File: src/hdl/hrfv_pkg.sv
`timescale 1ns / 1ps
`default_nettype none

package hrfv_pkg;

  // default store depth
  localparam int REG_COUNT_DEF = 16;
  // staging buffer depth and longest reply
  localparam int BUF_DEPTH = 16;
  localparam int BUF_AW    = 4;

  localparam int WORD_W  = 16;
  localparam int COUNT_W = 7;
  localparam int LIMIT_W = 5;
  localparam int CFG_AW  = 2;

  // configuration register indexes
  localparam logic [CFG_AW-1:0] CFG_REGS_IN_USE   = 2'd0;
  localparam logic [CFG_AW-1:0] CFG_READONLY_MASK = 2'd1;
  localparam logic [CFG_AW-1:0] CFG_MAX_VALUE     = 2'd2;

  // configuration reset values
  localparam logic [LIMIT_W-1:0] REGS_IN_USE_RST   = 5'd10;
  localparam logic [WORD_W-1:0]  READONLY_MASK_RST = 16'h0001;
  localparam logic [WORD_W-1:0]  MAX_VALUE_RST     = 16'd1000;

  localparam logic [COUNT_W-1:0] COUNT_SAT = 7'd127;

  // operation codes
  localparam logic OP_READ  = 1'b0;
  localparam logic OP_WRITE = 1'b1;

  typedef enum logic [1:0] {
    ST_OK   = 2'd0,
    ST_ADDR = 2'd1,
    ST_FAIL = 2'd2
  } status_t;

  typedef enum logic [2:0] {
    S_IDLE,
    S_READ,
    S_FINISH,
    S_CHK_RD,
    S_CHK_CMP,
    S_COM_RD,
    S_COM_WR
  } state_t;

  // base + count must stay within the reachable limit
  function automatic logic in_range(input logic [WORD_W-1:0] base,
                                    input logic [COUNT_W-1:0] count,
                                    input logic [LIMIT_W-1:0] limit);
    logic [WORD_W:0] sum;
    sum = {1'b0, base} + {{(WORD_W+1-COUNT_W){1'b0}}, count};
    return sum <= {{(WORD_W+1-LIMIT_W){1'b0}}, limit};
  endfunction

endpackage

`default_nettype wire

File: src/hdl/holding_register_file_validated_unit.sv
`timescale 1ns / 1ps
`default_nettype none

// holding register area with validated writes
//
// input channel: an item transfers at a rising edge with start high and busy low.
// a read request is one item; it returns one result per word, end_of_reply on
// the last, or a single result for a zero count or an illegal address.
// a write request is one item per data word; items before the one with last
// set give no result, the last one gives a single status result.
// results: out_strobe marks each result for exactly one cycle; the receiver
// must take it then, it cannot stall the block.
// config: cfg_valid/cfg_ready write channel, always ready; write only while idle.
// a read puts its first word on the ports through the store's registered read
// port, then one word per cycle, busy until its last word. a single
// result comes in the cycle after the transfer and busy stays low.
// a write word that is not last leaves busy low. the last word keeps busy high
// for the address and count check, then (unless a check fails) a staging read
// and a compare step per word for the staged value and read-only check (the
// staging buffer has a registered read port), then a staging read and a store
// write per word for the commit; its status follows in the next cycle.
// reset (synchronous, rst_n low): store entry i reads as i (valid bits, no
// clearing pass), configuration back to 10 / 0x0001 / 1000, sequencer idle.
module holding_register_file_validated_unit #(
  parameter int REG_COUNT = hrfv_pkg::REG_COUNT_DEF
) (
  input  wire                                  clk,
  input  wire                                  rst_n,
  // request channel
  input  wire                                  start,
  output logic                                 busy,
  input  wire                                  in_operation,
  input  wire  [hrfv_pkg::WORD_W-1:0]          in_start_address,
  input  wire  [hrfv_pkg::COUNT_W-1:0]         in_word_count,
  input  wire  [hrfv_pkg::WORD_W-1:0]          in_data_word,
  input  wire                                  in_last,
  // result channel
  output logic                                 out_strobe,
  output logic [1:0]                           out_status,
  output logic [hrfv_pkg::WORD_W-1:0]          out_read_word,
  output logic                                 out_end_of_reply,
  // configuration channel
  input  wire                                  cfg_valid,
  output logic                                 cfg_ready,
  input  wire  [hrfv_pkg::CFG_AW-1:0]          cfg_index,
  input  wire  [hrfv_pkg::WORD_W-1:0]          cfg_data
);

  localparam int AW      = (REG_COUNT > 1) ? $clog2(REG_COUNT) : 1;
  localparam int LIM_CAP = (REG_COUNT < hrfv_pkg::BUF_DEPTH) ? REG_COUNT
                                                             : hrfv_pkg::BUF_DEPTH;

  // configuration registers
  logic [hrfv_pkg::LIMIT_W-1:0] regs_in_use_r;
  logic [hrfv_pkg::WORD_W-1:0]  readonly_mask_r;
  logic [hrfv_pkg::WORD_W-1:0]  max_value_r;

  // sequencer and request state
  hrfv_pkg::state_t             state_r, state_nxt;
  logic                         in_wr_r, in_wr_nxt;
  logic [hrfv_pkg::WORD_W-1:0]  base_r, base_nxt;
  logic [hrfv_pkg::COUNT_W-1:0] cnt_r, cnt_nxt;
  logic [hrfv_pkg::COUNT_W-1:0] words_r, words_nxt;
  logic [hrfv_pkg::BUF_AW-1:0]  idx_r, idx_nxt;

  // result registers
  logic                         strobe_r, strobe_nxt;
  hrfv_pkg::status_t            status_r, status_nxt;
  logic                         end_r, end_nxt;
  logic                         pend_r, pend_nxt;

  // store and staging buffer
  logic [hrfv_pkg::WORD_W-1:0]  store_mem [REG_COUNT];
  logic [REG_COUNT-1:0]         store_vld_r;
  logic [hrfv_pkg::WORD_W-1:0]  store_rdata_r;
  logic [hrfv_pkg::WORD_W-1:0]  stg_mem [hrfv_pkg::BUF_DEPTH];
  logic [hrfv_pkg::WORD_W-1:0]  stg_rdata_r;

  logic                         accept;
  logic [hrfv_pkg::LIMIT_W-1:0] limit;
  logic [hrfv_pkg::WORD_W-1:0]  in_base;
  logic [hrfv_pkg::WORD_W-1:0]  base_eff;
  logic [hrfv_pkg::COUNT_W-1:0] cnt_eff;
  logic [hrfv_pkg::COUNT_W-1:0] words_eff;
  logic [hrfv_pkg::COUNT_W-1:0] words_inc;
  logic                         rd_ok;
  logic                         wr_ok;
  logic                         last_idx;
  logic [hrfv_pkg::WORD_W-1:0]  abs_addr;
  logic [AW-1:0]                st_addr;
  logic                         item_fail;
  logic                         stg_we;
  logic                         stg_re;
  logic                         st_we;
  logic                         st_re;

  assign accept    = start && !busy;
  assign busy      = (state_r != hrfv_pkg::S_IDLE);
  assign cfg_ready = 1'b1;

  // reachable limit, capped by store and staging depth
  assign limit = (regs_in_use_r > hrfv_pkg::LIMIT_W'(LIM_CAP))
                 ? hrfv_pkg::LIMIT_W'(LIM_CAP) : regs_in_use_r;

  // one-based to zero-based, wraps so address zero lands out of range
  assign in_base = in_start_address - 16'd1;

  // a fresh write request takes its base and count from this item
  assign base_eff  = in_wr_r ? base_r : in_base;
  assign cnt_eff   = in_wr_r ? cnt_r : in_word_count;
  assign words_eff = in_wr_r ? words_r : '0;
  assign words_inc = (words_eff == hrfv_pkg::COUNT_SAT) ? words_eff
                                                       : words_eff + 7'd1;

  assign rd_ok = hrfv_pkg::in_range(in_base, in_word_count, limit);
  assign wr_ok = hrfv_pkg::in_range(base_r, cnt_r, limit);

  assign last_idx = ({{(hrfv_pkg::COUNT_W-hrfv_pkg::BUF_AW){1'b0}}, idx_r} + 7'd1
                     == cnt_r);
  assign abs_addr = base_r + {{(hrfv_pkg::WORD_W-hrfv_pkg::BUF_AW){1'b0}}, idx_r};
  assign st_addr  = abs_addr[AW-1:0];

  // range already checked, so the target is below sixteen
  assign item_fail = readonly_mask_r[abs_addr[hrfv_pkg::BUF_AW-1:0]] ||
                     (stg_rdata_r > max_value_r);

  // staging write: only words inside the count and the buffer
  assign stg_we = accept && (in_operation == hrfv_pkg::OP_WRITE) &&
                  (words_eff < cnt_eff) &&
                  (words_eff < 7'(hrfv_pkg::BUF_DEPTH));
  assign stg_re = (state_r == hrfv_pkg::S_CHK_RD) || (state_r == hrfv_pkg::S_COM_RD);
  assign st_re  = (state_r == hrfv_pkg::S_READ);
  assign st_we  = (state_r == hrfv_pkg::S_COM_WR);

  // next state
  always_comb begin
    state_nxt = state_r;
    case (state_r)
      hrfv_pkg::S_IDLE: begin
        if (accept) begin
          if (in_operation == hrfv_pkg::OP_READ) begin
            if (rd_ok && (in_word_count != '0)) state_nxt = hrfv_pkg::S_READ;
          end else if (in_last) begin
            state_nxt = hrfv_pkg::S_FINISH;
          end
        end
      end
      hrfv_pkg::S_READ: begin
        if (last_idx) state_nxt = hrfv_pkg::S_IDLE;
      end
      hrfv_pkg::S_FINISH: begin
        if (!wr_ok || (words_r != cnt_r)) state_nxt = hrfv_pkg::S_IDLE;
        else state_nxt = hrfv_pkg::S_CHK_RD;
      end
      hrfv_pkg::S_CHK_RD: state_nxt = hrfv_pkg::S_CHK_CMP;
      hrfv_pkg::S_CHK_CMP: begin
        if (item_fail) state_nxt = hrfv_pkg::S_IDLE;
        else if (last_idx) state_nxt = hrfv_pkg::S_COM_RD;
        else state_nxt = hrfv_pkg::S_CHK_RD;
      end
      hrfv_pkg::S_COM_RD: state_nxt = hrfv_pkg::S_COM_WR;
      hrfv_pkg::S_COM_WR: begin
        if (last_idx) state_nxt = hrfv_pkg::S_IDLE;
        else state_nxt = hrfv_pkg::S_COM_RD;
      end
      default: state_nxt = hrfv_pkg::S_IDLE;
    endcase
  end

  // datapath and results
  always_comb begin
    in_wr_nxt  = in_wr_r;
    base_nxt   = base_r;
    cnt_nxt    = cnt_r;
    words_nxt  = words_r;
    idx_nxt    = idx_r;
    strobe_nxt = 1'b0;
    status_nxt = status_r;
    end_nxt    = end_r;
    pend_nxt   = 1'b0;
    case (state_r)
      hrfv_pkg::S_IDLE: begin
        if (accept) begin
          idx_nxt = '0;
          if (in_operation == hrfv_pkg::OP_READ) begin
            // a read drops any pending write
            in_wr_nxt = 1'b0;
            words_nxt = '0;
            base_nxt  = in_base;
            cnt_nxt   = in_word_count;
            if (!rd_ok) begin
              strobe_nxt = 1'b1;
              status_nxt = hrfv_pkg::ST_ADDR;
              end_nxt    = 1'b1;
            end else if (in_word_count == '0) begin
              strobe_nxt = 1'b1;
              status_nxt = hrfv_pkg::ST_OK;
              end_nxt    = 1'b1;
            end
          end else begin
            base_nxt  = base_eff;
            cnt_nxt   = cnt_eff;
            words_nxt = words_inc;
            in_wr_nxt = !in_last;
          end
        end
      end
      hrfv_pkg::S_READ: begin
        strobe_nxt = 1'b1;
        pend_nxt   = 1'b1;
        status_nxt = hrfv_pkg::ST_OK;
        end_nxt    = last_idx;
        idx_nxt    = idx_r + 4'd1;
      end
      hrfv_pkg::S_FINISH: begin
        words_nxt = '0;
        if (!wr_ok) begin
          strobe_nxt = 1'b1;
          status_nxt = hrfv_pkg::ST_ADDR;
          end_nxt    = 1'b1;
        end else if (words_r != cnt_r) begin
          strobe_nxt = 1'b1;
          status_nxt = hrfv_pkg::ST_FAIL;
          end_nxt    = 1'b1;
        end
      end
      hrfv_pkg::S_CHK_CMP: begin
        if (item_fail) begin
          strobe_nxt = 1'b1;
          status_nxt = hrfv_pkg::ST_FAIL;
          end_nxt    = 1'b1;
        end else if (last_idx) begin
          idx_nxt = '0;
        end else begin
          idx_nxt = idx_r + 4'd1;
        end
      end
      hrfv_pkg::S_COM_WR: begin
        idx_nxt = idx_r + 4'd1;
        if (last_idx) begin
          strobe_nxt = 1'b1;
          status_nxt = hrfv_pkg::ST_OK;
          end_nxt    = 1'b1;
        end
      end
      default: ;
    endcase
  end

  // control registers
  always_ff @(posedge clk) begin
    if (!rst_n) begin
      state_r         <= hrfv_pkg::S_IDLE;
      in_wr_r         <= 1'b0;
      base_r          <= '0;
      cnt_r           <= '0;
      words_r         <= '0;
      idx_r           <= '0;
      strobe_r        <= 1'b0;
      status_r        <= hrfv_pkg::ST_OK;
      end_r           <= 1'b0;
      pend_r          <= 1'b0;
      regs_in_use_r   <= hrfv_pkg::REGS_IN_USE_RST;
      readonly_mask_r <= hrfv_pkg::READONLY_MASK_RST;
      max_value_r     <= hrfv_pkg::MAX_VALUE_RST;
      store_vld_r     <= '0;
    end else begin
      state_r  <= state_nxt;
      in_wr_r  <= in_wr_nxt;
      base_r   <= base_nxt;
      cnt_r    <= cnt_nxt;
      words_r  <= words_nxt;
      idx_r    <= idx_nxt;
      strobe_r <= strobe_nxt;
      status_r <= status_nxt;
      end_r    <= end_nxt;
      pend_r   <= pend_nxt;
      if (cfg_valid && cfg_ready) begin
        case (cfg_index)
          hrfv_pkg::CFG_REGS_IN_USE:   regs_in_use_r   <= cfg_data[hrfv_pkg::LIMIT_W-1:0];
          hrfv_pkg::CFG_READONLY_MASK: readonly_mask_r <= cfg_data;
          hrfv_pkg::CFG_MAX_VALUE:     max_value_r     <= cfg_data;
          default: ;
        endcase
      end
      if (st_we) store_vld_r[st_addr] <= 1'b1;
    end
  end

  // holding store, entries not yet written read as their own index
  always_ff @(posedge clk) begin
    if (st_we) store_mem[st_addr] <= stg_rdata_r;
    if (st_re) store_rdata_r <= store_vld_r[st_addr] ? store_mem[st_addr]
                                                      : hrfv_pkg::WORD_W'(st_addr);
  end

  // staging buffer
  always_ff @(posedge clk) begin
    if (stg_we) stg_mem[words_eff[hrfv_pkg::BUF_AW-1:0]] <= in_data_word;
    if (stg_re) stg_rdata_r <= stg_mem[idx_r];
  end

  assign out_strobe       = strobe_r;
  assign out_status       = status_r;
  assign out_end_of_reply = end_r;
  assign out_read_word    = pend_r ? store_rdata_r : '0;

  // a read burst has no gaps until its last word
  a_burst_contiguous: assert property (@(posedge clk) disable iff (!rst_n)
    (out_strobe && !out_end_of_reply) |=> out_strobe)
    else $error("read burst broken before its last word");

  // error results always close the reply
  a_error_ends_reply: assert property (@(posedge clk) disable iff (!rst_n)
    (out_strobe && (out_status != hrfv_pkg::ST_OK)) |-> out_end_of_reply)
    else $error("error result without end of reply");

  // error results carry a zero word; only read words carry data
  a_word_zero: assert property (@(posedge clk) disable iff (!rst_n)
    (out_strobe && (out_status != hrfv_pkg::ST_OK)) |-> (out_read_word == '0))
    else $error("nonzero word on an error result");

  // no write request stays open while the sequencer runs
  a_no_open_write: assert property (@(posedge clk) disable iff (!rst_n)
    (state_r != hrfv_pkg::S_IDLE) |-> !in_wr_r)
    else $error("write request still open while busy");

endmodule

`default_nettype wire

File: config.mk
export PLATFORM = sky130hd
export DESIGN_NAME = holding_register_file_validated_unit
export DESIGN_NICKNAME = d
export VERILOG_FILES = /design/src/hdl/hrfv_pkg.sv /design/src/hdl/holding_register_file_validated_unit.sv
export SDC_FILE = /design/constraint.sdc
export NUM_CORES = 1
export LEC_CHECK = 0
export BUFFER_PORTS_ARGS = -buffer_cell sky130_fd_sc_hd__buf_4
export CORE_AREA = 5 5 230 232
export DETAILED_ROUTE_END_ITERATION = 8
export DIE_AREA = 0 0 235 237
export PLACE_DENSITY = 0.7
export RECOVER_POWER = 25
export SLEW_MARGIN = 30
export SYNTH_ARGS = -nofsm -noshare
export SYNTH_HDL_FRONTEND = slang
export SYNTH_SLANG_ARGS = --single-unit
File: constraint.sdc
create_clock -name clk -period 10.55 [get_ports clk]
set_input_delay 1.5825 -clock clk [delete_from_list [all_inputs] [get_ports clk]]
set_output_delay 1.5825 -clock clk [all_outputs]
set_load 0.01 [all_outputs]
==> load_flow_metrics.sql, run 1 <==
INSERT INTO impl_metrics (metric_group, metric, value, unit) VALUES
('grt', 'pin_count_of_the_biggest_net_entering_global_routing', '69', ''),
('cts', 'post_cts.repair.setup_buffers', '0', ''),
('die', 'start_util', '53.1', '%'),
('critical_path', 'reg2reg_slack', '6310', 'ps'),
('grt', 'wire_length_of_the_first_global_routing_pass', '89800', 'um'),
('timing', 'fin_worst_hold_slack', '452', 'ps'),
('route', 'detail_route.iter0.violations', '1353', ''),
('grt', 'grt_overflow', '0', ''),
('min_path', 'worstHoldStart', 'readonly_mask_r[2]$_SDFFE_PN0P_', ''),
('final_layout', 'fin_nets', '1933', ''),
('yosys', 'post_synth_num_cell_types', '70', ''),
('timing', 'finalClockSkew', '19.7', 'ps'),
('timing', 'slew_headroom', '34.8', '%'),
('final_layout', 'postLayoutCellArea', '30500', 'um^2'),
('critical_path', 'critical_path.endpoint_type', 'flip-flop', ''),
('pwr', 'p_switching', '1.17', 'mW'),
('critical_path', 'critical_path_peak_fanout', '5', ''),
('pwr', 'powerDensity', '176', 'nW/um^2'),
('final_layout', 'layout.core_utilization', '60.1', '%'),
('critical_path', 'timing_worst_setup_path_type', 'in -> reg', ''),
('die', 'dieHeight', '237', 'um'),
('timing', 'post-route-min-period', '4360', 'ps'),
('yosys', 'netlist_area', '27000', 'um^2'),
('cts', 'clk_path_buf_depth', '3', ''),
('min_path', 'min_to', 'readonly_mask_r[2]$_SDFFE_PN0P_', ''),
('critical_path', 'crit_required', '11050', 'ps'),
('cts', 'tritoncts', 'yes', ''),
('pwr', 'netSwitchingFraction', '21.8', '%'),
('route', 'antenna_violating_nets_post_route', '0', ''),
('cts', 'cts-htree-levels', '2', ''),
('run_status', 'outcome', 'finished, final reports clean', ''),
('placement', 'dp_hpwl', '37300', 'um'),
('grt', 'first_global_vias', '15553', ''),
('yosys', 'synth_top_area_share', '60.6', '%'),
('timing', 'hold_violations', '0', ''),
('yosys', 'post_synth_most_frequent_cells', 'sky130_fd_sc_hd__edfxtp_1 (544), sky130_fd_sc_hd__nand2_1 (191), sky130_fd_sc_hd__mux4_2 (153), sky130_fd_sc_hd__nor2_1 (107), sky130_fd_sc_hd__dfxtp_1 (96)', ''),
('pwr', 'cell_internal_pwr', '4.18', 'mW'),
('placement', 'numPortBuffers', '83', ''),
('yosys', 'synth.ff_latch_count', '640', ''),
('placement', 'placedInstanceArea', '28500', 'um^2'),
('route', 'vias', '15134', ''),
('pwr', 'total_power', '5.35', 'mW'),
('yosys', 'postSynth.asyncResetShare', '0', '%'),
('timing', 'fin_tns_setup', '0', 'ps'),
('cts', 'post_cts_hold_buffer_count', '0', ''),
('pwr', 'worst_ir_drop_vdd', '0.000147', 'V'),
('yosys', 'synth-seq-area-share', '67.7', '%'),
('pwr', 'total_leakage_power', '10.3', 'nW'),
('die', 'placeableCoreArea', '50800', 'um^2'),
('critical_path', 'r2r_start', 'idx_r[0]$_SDFFE_PN0P_', ''),
('run', 'drv_cap', '0', ''),
('yosys', 'synth.area.top_cells', 'sky130_fd_sc_hd__edfxtp_1 (61%), sky130_fd_sc_hd__mux4_2 (13%), sky130_fd_sc_hd__dfxtp_1 (7.1%), sky130_fd_sc_hd__nand2_1 (2.7%), sky130_fd_sc_hd__ha_1 (2.6%)', ''),
('min_path', 'hp-class', 'reg -> reg', ''),
('yosys', 'synthMostInstantiatedCell', 'sky130_fd_sc_hd__edfxtp_1', ''),
('route', 'total_wirelength', '57900', 'um'),
('placement', 'place_congestion', '0.872', ''),
('cts', 'clock_sink_count', '640', ''),
('timing', 'report.final.slew_viol_count', '0', ''),
('die', 'floorplan.die.width', '235', 'um'),
('cts', 'tritoncts.num_buffers', '61', ''),
('critical_path', 'rr_worst_depth', '9', ''),
('final_layout', 'syn_to_final_growth', '13.1', '%'),
('critical_path', 'crit_path_start_kind', 'input port', ''),
('die', 'std_cell_rows', '83', ''),
('placement', 'setup_slack_placement', '5570', 'ps'),
('min_path', 'hold_depth', '2', ''),
('route', 'drt_pre_antenna_iters', '5', ''),
('final_layout', 'final-instance-count-excl-fill', '2542', ''),
('final_layout', 'insertedDiodeCount', '0', ''),
('timing', 'rsz0062_at_grt', 'false', ''),
('grt', 'global_route.usage.total', '20.7', '%');
placed cells by master, fill, tap and decap left out, types with 5 or more instances in the layout:
cell type                   instances
sky130_fd_sc_hd__nor3_2             8
sky130_fd_sc_hd__clkbuf_1          18
sky130_fd_sc_hd__mux2i_1           12
sky130_fd_sc_hd__a21o_1            16
sky130_fd_sc_hd__and3_1            36
sky130_fd_sc_hd__mux4_2           153
sky130_fd_sc_hd__dfxtp_1           93
sky130_fd_sc_hd__bufinv_16          8
sky130_fd_sc_hd__a21oi_1           73
sky130_fd_sc_hd__clkinv_2          10
sky130_fd_sc_hd__nand3b_1           5
sky130_fd_sc_hd__clkbuf_16         61
sky130_fd_sc_hd__xor2_1            10
sky130_fd_sc_hd__o21ai_0           27
sky130_fd_sc_hd__nand4_1           12
sky130_fd_sc_hd__nor4_1             5
sky130_fd_sc_hd__o211ai_1          13
sky130_fd_sc_hd__ha_1              54
sky130_fd_sc_hd__nor2_1           104
sky130_fd_sc_hd__edfxtp_1         544
sky130_fd_sc_hd__a211oi_1          14
sky130_fd_sc_hd__buf_4             99
sky130_fd_sc_hd__xnor2_1           27
sky130_fd_sc_hd__and2_1            26
sky130_fd_sc_hd__nand3_1           38
sky130_fd_sc_hd__a31oi_1            8
sky130_fd_sc_hd__nor3_1            29
sky130_fd_sc_hd__inv_1             44
sky130_fd_sc_hd__nand2_1          191
sky130_fd_sc_hd__clkinv_1          12
sky130_fd_sc_hd__or3_1              9
area by class of cell:
type                            count  area, um^2
Multi-Input combinational cell    954        8370
Clock buffer                       73        1590
Sequential cell                   640       18300
Timing Repair Buffer              110         823
Clock inverter                     40         438
Tap cell                          680         851
Inverter                           45         169
Fill cell                        3728       20300
registers in the layout (all words and copies together), names as in the netlist, 16 cells and up:
| signal | cells |
|---|---|
| stg_mem | 256 |
| max_value_r | 16 |
| store_rdata_r | 16 |
| readonly_mask_r | 16 |
| stg_rdata_r | 16 |
| store_vld_r | 16 |
| base_r | 16 |
| store_mem | 256 |
cells by family after synthesis:
family | synth area share (%)
muxes | 13.4
other | 0.0139
xor gates and xnor gates | 1.36
buffers and inverters | 1.75
DFF | 67.7
adders and majority gates | 2.77
AOI/OAI and AO/OA | 4.40
and+or+nand+nor | 8.62
worst max path at each step:
stage                                    from  depth (start not counted)                    endpoint  slack, ps
after CTS                 in_start_address[0]                         16  out_status[1]$_SDFFE_PN0P_       6210
after detailed placement  in_start_address[0]                         16  out_status[1]$_SDFFE_PN0P_       5570
after global routing      in_start_address[0]                         17  out_status[1]$_SDFFE_PN0P_       6010
after floorplan           in_start_address[0]                         15  out_status[1]$_SDFFE_PN0P_       6060
final                     in_start_address[0]                         16  out_status[1]$_SDFFE_PN0P_       6190
after global placement    in_start_address[0]                         15  out_status[1]$_SDFFE_PN0P_       5620
worst max-delay path: stages:
cell	delay, ps
sky130_fd_sc_hd__buf_4	100
sky130_fd_sc_hd__inv_1	70
sky130_fd_sc_hd__ha_1	370
sky130_fd_sc_hd__fa_1	480
sky130_fd_sc_hd__nand2b_1	210
sky130_fd_sc_hd__nand2b_1	90
sky130_fd_sc_hd__a21oi_1	70
sky130_fd_sc_hd__xnor2_1	130
sky130_fd_sc_hd__ha_1	310
sky130_fd_sc_hd__a21oi_1	150
sky130_fd_sc_hd__o21ai_0	100
sky130_fd_sc_hd__a2111oi_0	450
sky130_fd_sc_hd__and4_4	330
sky130_fd_sc_hd__nand3_2	120
sky130_fd_sc_hd__a21o_1	190
sky130_fd_sc_hd__o311a_1	110
per-layer routing:
metal	global-route usage [%]	wire [um]	vias up
met5	0	0	-
met4	5.84	1510	0
met3	3.23	3280	107
met2	35.5	29000	456
met1	27.8	24100	7722
li1	-	-	6849
power groups by stage:
stage,registers (mW),logic (mW),clock network [mW]
global route,2.77,0.423,2.36
detailed placement,2.82,0.386,0
floorplan,2.81,0.262,0
CTS,2.77,0.388,2.24
global placement,2.82,0.377,0
finish,2.77,0.385,2.20
No activity file was read; power rests on OpenSTA's default activity.
==> inputs of run 2 (changes only) <==
- ABC_AREA: unset -> 1
- CORE_AREA: 5 5 230 232 -> 5 5 231 233
- DIE_AREA: 0 0 235 237 -> 0 0 236 238
- PLACE_DENSITY: 0.7 -> 0.73
- clock period: 10.55 -> 3.7 ns (I/O delays scaled with it)
==> run 2 against run 1 <==
Effect of this change: wire length grew 18%; global-route usage grew 3.0 points; count of clock-buffer cells in the layout grew 18; non-clock buffer count grew 53; worst setup slack lost 6000 ps; combinational power grew to 5.9 times the previous value; synthesized area grew 1.2%; cell count grew 26%; critical path type is now reg -> reg; largest cell class unchanged; largest power group unchanged.
==> load_flow_metrics.sql, run 2 <==
INSERT INTO impl_metrics (metric_group, metric, value, unit) VALUES
('run_status', 'outcome', 'finished, final reports clean', ''),
('yosys', 'synth.area.top_cells', 'sky130_fd_sc_hd__edfxtp_1 (60%), sky130_fd_sc_hd__dfxtp_1 (7.0%), sky130_fd_sc_hd__nand2_1 (4.9%), sky130_fd_sc_hd__nor2_1 (3.8%), sky130_fd_sc_hd__a22oi_1 (2.5%)', ''),
('timing', 'fmax', '0.289', 'GHz'),
('route', 'antenna_violating_nets_post_route', '0', ''),
('cts', 'clock_latency', '600', 'ps'),
('die', 'std_cell_rows', '83', ''),
('yosys', 'main_combinational_cell_family_by_area_after_synthesis', 'simple AND/OR/NAND/NOR gates', ''),
('cts', 'tritoncts.num_buffers', '66', ''),
('route', 'drt_pre_antenna_iters', '8', ''),
('final_layout', 'mostFrequentLayoutCell', 'sky130_fd_sc_hd__edfxtp_1', ''),
('critical_path', 'cp.arrival', '3760', 'ps'),
('route', 'detail_route.iter0.violations', '2092', ''),
('cts', 'post_cts_hold_buffer_count', '0', ''),
('route', 'total_wirelength', '68200', 'um'),
('final_layout', 'layout.core_utilization', '61.3', '%'),
('route', 'drc', '0', ''),
('yosys', 'synth.yosys.warnings', '0', ''),
('cts', 'tritoncts', 'yes', ''),
('cts', 'cts_resized', '0', ''),
('yosys', 'synthMostInstantiatedCell', 'sky130_fd_sc_hd__edfxtp_1', ''),
('timing', 'slew_headroom', '15.9', '%'),
('yosys', 'synth.area.mux_share', '1.80', '%'),
('yosys', 'postSynth.asyncResetShare', '0', '%'),
('timing', 'rsz0062_at_grt', 'false', ''),
('yosys', 'synth.largest_area_cell', 'sky130_fd_sc_hd__edfxtp_1', ''),
('timing', 'fin_worst_hold_slack', '174', 'ps'),
('timing', 'report.final.slew_viol_count', '0', ''),
('cts', 'worst_setup_hold_path_clk_slew', '60', 'ps'),
('grt', 'grt_overflow', '0', ''),
('timing', 'hold_violations', '0', ''),
('placement', 'dp_hpwl', '42700', 'um'),
('yosys', 'synth_nets', '2469', ''),
('pwr', 'total_leakage_power', '11.4', 'nW'),
('yosys', 'avgSynthCellArea', '11.6', 'um^2'),
('grt', 'pin_count_of_the_biggest_net_entering_global_routing', '70', ''),
('timing', 'fin_tns_setup', '0', 'ps'),
('yosys', 'post_synth_most_frequent_cells', 'sky130_fd_sc_hd__edfxtp_1 (544), sky130_fd_sc_hd__nand2_1 (356), sky130_fd_sc_hd__nor2_1 (274), sky130_fd_sc_hd__inv_1 (170), sky130_fd_sc_hd__o21ai_0 (130)', ''),
('yosys', 'postSynthCellCount', '2348', ''),
('yosys', 'synth-seq-area-share', '66.9', '%'),
('yosys', 'synth.ff_latch_count', '640', ''),
('die', 'dieHeight', '238', 'um'),
('critical_path', 'critical_path.endpoint_type', 'flip-flop', ''),
('final_layout', 'syn_to_final_growth', '14.5', '%'),
('critical_path', 'critical_path_peak_fanout', '17', ''),
('grt', 'first_global_vias', '18200', ''),
('pwr', 'powerDensity', '537', 'nW/um^2'),
('die', 'io_pins', '85', ''),
('yosys', 'synth_xor_area_share', '0.674', '%'),
('die', 'placeableCoreArea', '51000', 'um^2'),
('route', 'post_drt_via_cell_ratio', '5.88', ''),
('route', 'vias', '18875', ''),
('die', 'die_area', '56200', 'um^2'),
('timing', 'min_period_over_period', '93.6', '%'),
('critical_path', 'reg2reg_slack', '240', 'ps'),
('yosys', 'synth_simple_gate_area_share', '12.0', '%'),
('yosys', 'area_share_of_fa_ha_maj_cells_after_synthesis', '2.74', '%'),
('cts', 'clk_path_buf_depth', '3', ''),
('critical_path', 'timing_worst_setup_path_type', 'reg -> reg', ''),
('final_layout', 'mostFrequentLayoutCells', 'sky130_fd_sc_hd__edfxtp_1 (544), sky130_fd_sc_hd__nand2_1 (356), sky130_fd_sc_hd__nor2_1 (242)', ''),
('grt', 'wire_length_of_the_first_global_routing_pass', '104000', 'um'),
('grt', 'global_route.usage.total', '23.6', '%'),
('yosys', 'post_synth_num_cell_types', '54', ''),
('min_path', 'hp-class', 'in -> reg', ''),
('yosys', 'synth_top_flop_cell', 'sky130_fd_sc_hd__edfxtp_1', ''),
('die', 'floorplan.die.width', '236', 'um'),
('critical_path', 'crit_path_start_kind', 'flip-flop', ''),
('yosys', 'compound_gate_portion_of_the_synthesized_area', '11.8', '%'),
('cts', 'cts_root_buf', 'sky130_fd_sc_hd__clkbuf_16', ''),
('timing', 'setup_viol_count_final', '0', ''),
('placement', 'numPortBuffers', '83', ''),
('yosys', 'netlist_area', '27300', 'um^2'),
('final_layout', 'fin_nets', '2595', ''),
('pwr', 'worst_ir_drop_vdd', '0.000472', 'V'),
('cts', 'post_cts.repair.setup_buffers', '0', ''),
('die', 'start_util', '53.5', '%'),
('yosys', 'synth_top_area_share', '59.8', '%'),
('run', 'drv_cap', '0', ''),
('placement', 'place_congestion', '0.899', ''),
('cts', 'cts-htree-levels', '3', ''),
('grt', 'grt_antenna_before_repair', '2', ''),
('timing', 'post-route-min-period', '3460', 'ps'),
('timing', 'finalClockSkew', '21.1', 'ps'),
('timing', 'worst-slew-pin-transition', '1260', 'ps'),
('cts', 'clock_sink_count', '640', ''),
('yosys', 'synth_enable_flop_cells', '544', ''),
('route', 'routedWlPerCell', '21.3', 'um'),
('final_layout', 'drive_above_1_share', '12.7', '%'),
('critical_path', 'crit_required', '4000', 'ps');
## run 2: worst max-delay path: stages (launching register included)
cell and delay, ps:
sky130_fd_sc_hd__dfxtp_1 350, sky130_fd_sc_hd__ha_1 240, sky130_fd_sc_hd__fa_1 380, sky130_fd_sc_hd__xnor2_1 170, sky130_fd_sc_hd__buf_4 180, sky130_fd_sc_hd__inv_1 160, sky130_fd_sc_hd__nor2_1 490, sky130_fd_sc_hd__inv_2 360
sky130_fd_sc_hd__nor2_2 600, sky130_fd_sc_hd__buf_12 230
## run 2: path summary, 6_finish.rpt
check | endpoint | from | depth (start not counted)
worst min register to register | max_value_r[4]$_SDFFE_PN0P_ | max_value_r[4]$_SDFFE_PN0P_ | 2
worst min-delay path | base_r[0]$_SDFFE_PN0P_ | in_start_address[0] | 2
worst max register to register | store_mem[11][2]$_DFFE_PP_ | base_r[0]$_SDFFE_PN0P_ | 9
worst max-delay path | store_mem[11][2]$_DFFE_PP_ | base_r[0]$_SDFFE_PN0P_ | 9
## run 2: report_power, final
group	internal, mW	switching (mW)	leakage (nW)	total (mW)
combinational	0.720	1.54	4.64	2.26
clock	3.85	2.71	1.03	6.57
sequential	7.88	0.0687	5.69	7.95
total	12.5	4.32	11.4	16.8
## run 2: logic make-up (layout without fill, tap and decap cells)
| logic type | Yosys count | count (layout) |
|---|---|---|
| compound gates | 495 | 495 |
| xor+xnor | 21 | 21 |
| fa+ha+maj | 58 | 58 |
| buf+inv | 290 | 469 |
| flops | 640 | 640 |
| mux | 49 | 49 |
| other cells | 1 | 3 |
| simple gates | 794 | 794 |
## run 2: cell type report
type	instances	area, um^2
antenna	2	5.00
clock buffer	91	1800
clock inverter	30	340
fill	3875	19700
inverter	185	696
multi-input combinational	1418	8040
sequential	640	18300
tap	680	851
timing repair buffer	163	1250
## run 2: layer usage
| metal | vias up | wire length [um] | track usage, % | share of wire (%) |
|---|---|---|---|---|
| met5 | - | 20 | 0 | 0.029 |
| met4 | 2 | 2300 | 9.38 | 3.4 |
| met3 | 128 | 5060 | 3.85 | 7.4 |
| met2 | 849 | 33400 | 39.5 | 49 |
| met1 | 9158 | 27400 | 31.3 | 40 |
| li1 | 8738 | - | - | - |
## run 2: per-stage QoR
step	instance area (um^2)	instances	power, mW	setup slack (ps)
6_report	31300	3209	16.8	238
5_1_grt	31200	3207	17.4	83.5
4_1_cts	31300	3207	16.9	236
3_5_place_dp	29200	3086	10.3	17.9
3_3_place_gp	29200	3086	10.3	48.7
2_1_floorplan	27300	2348	9.51	304
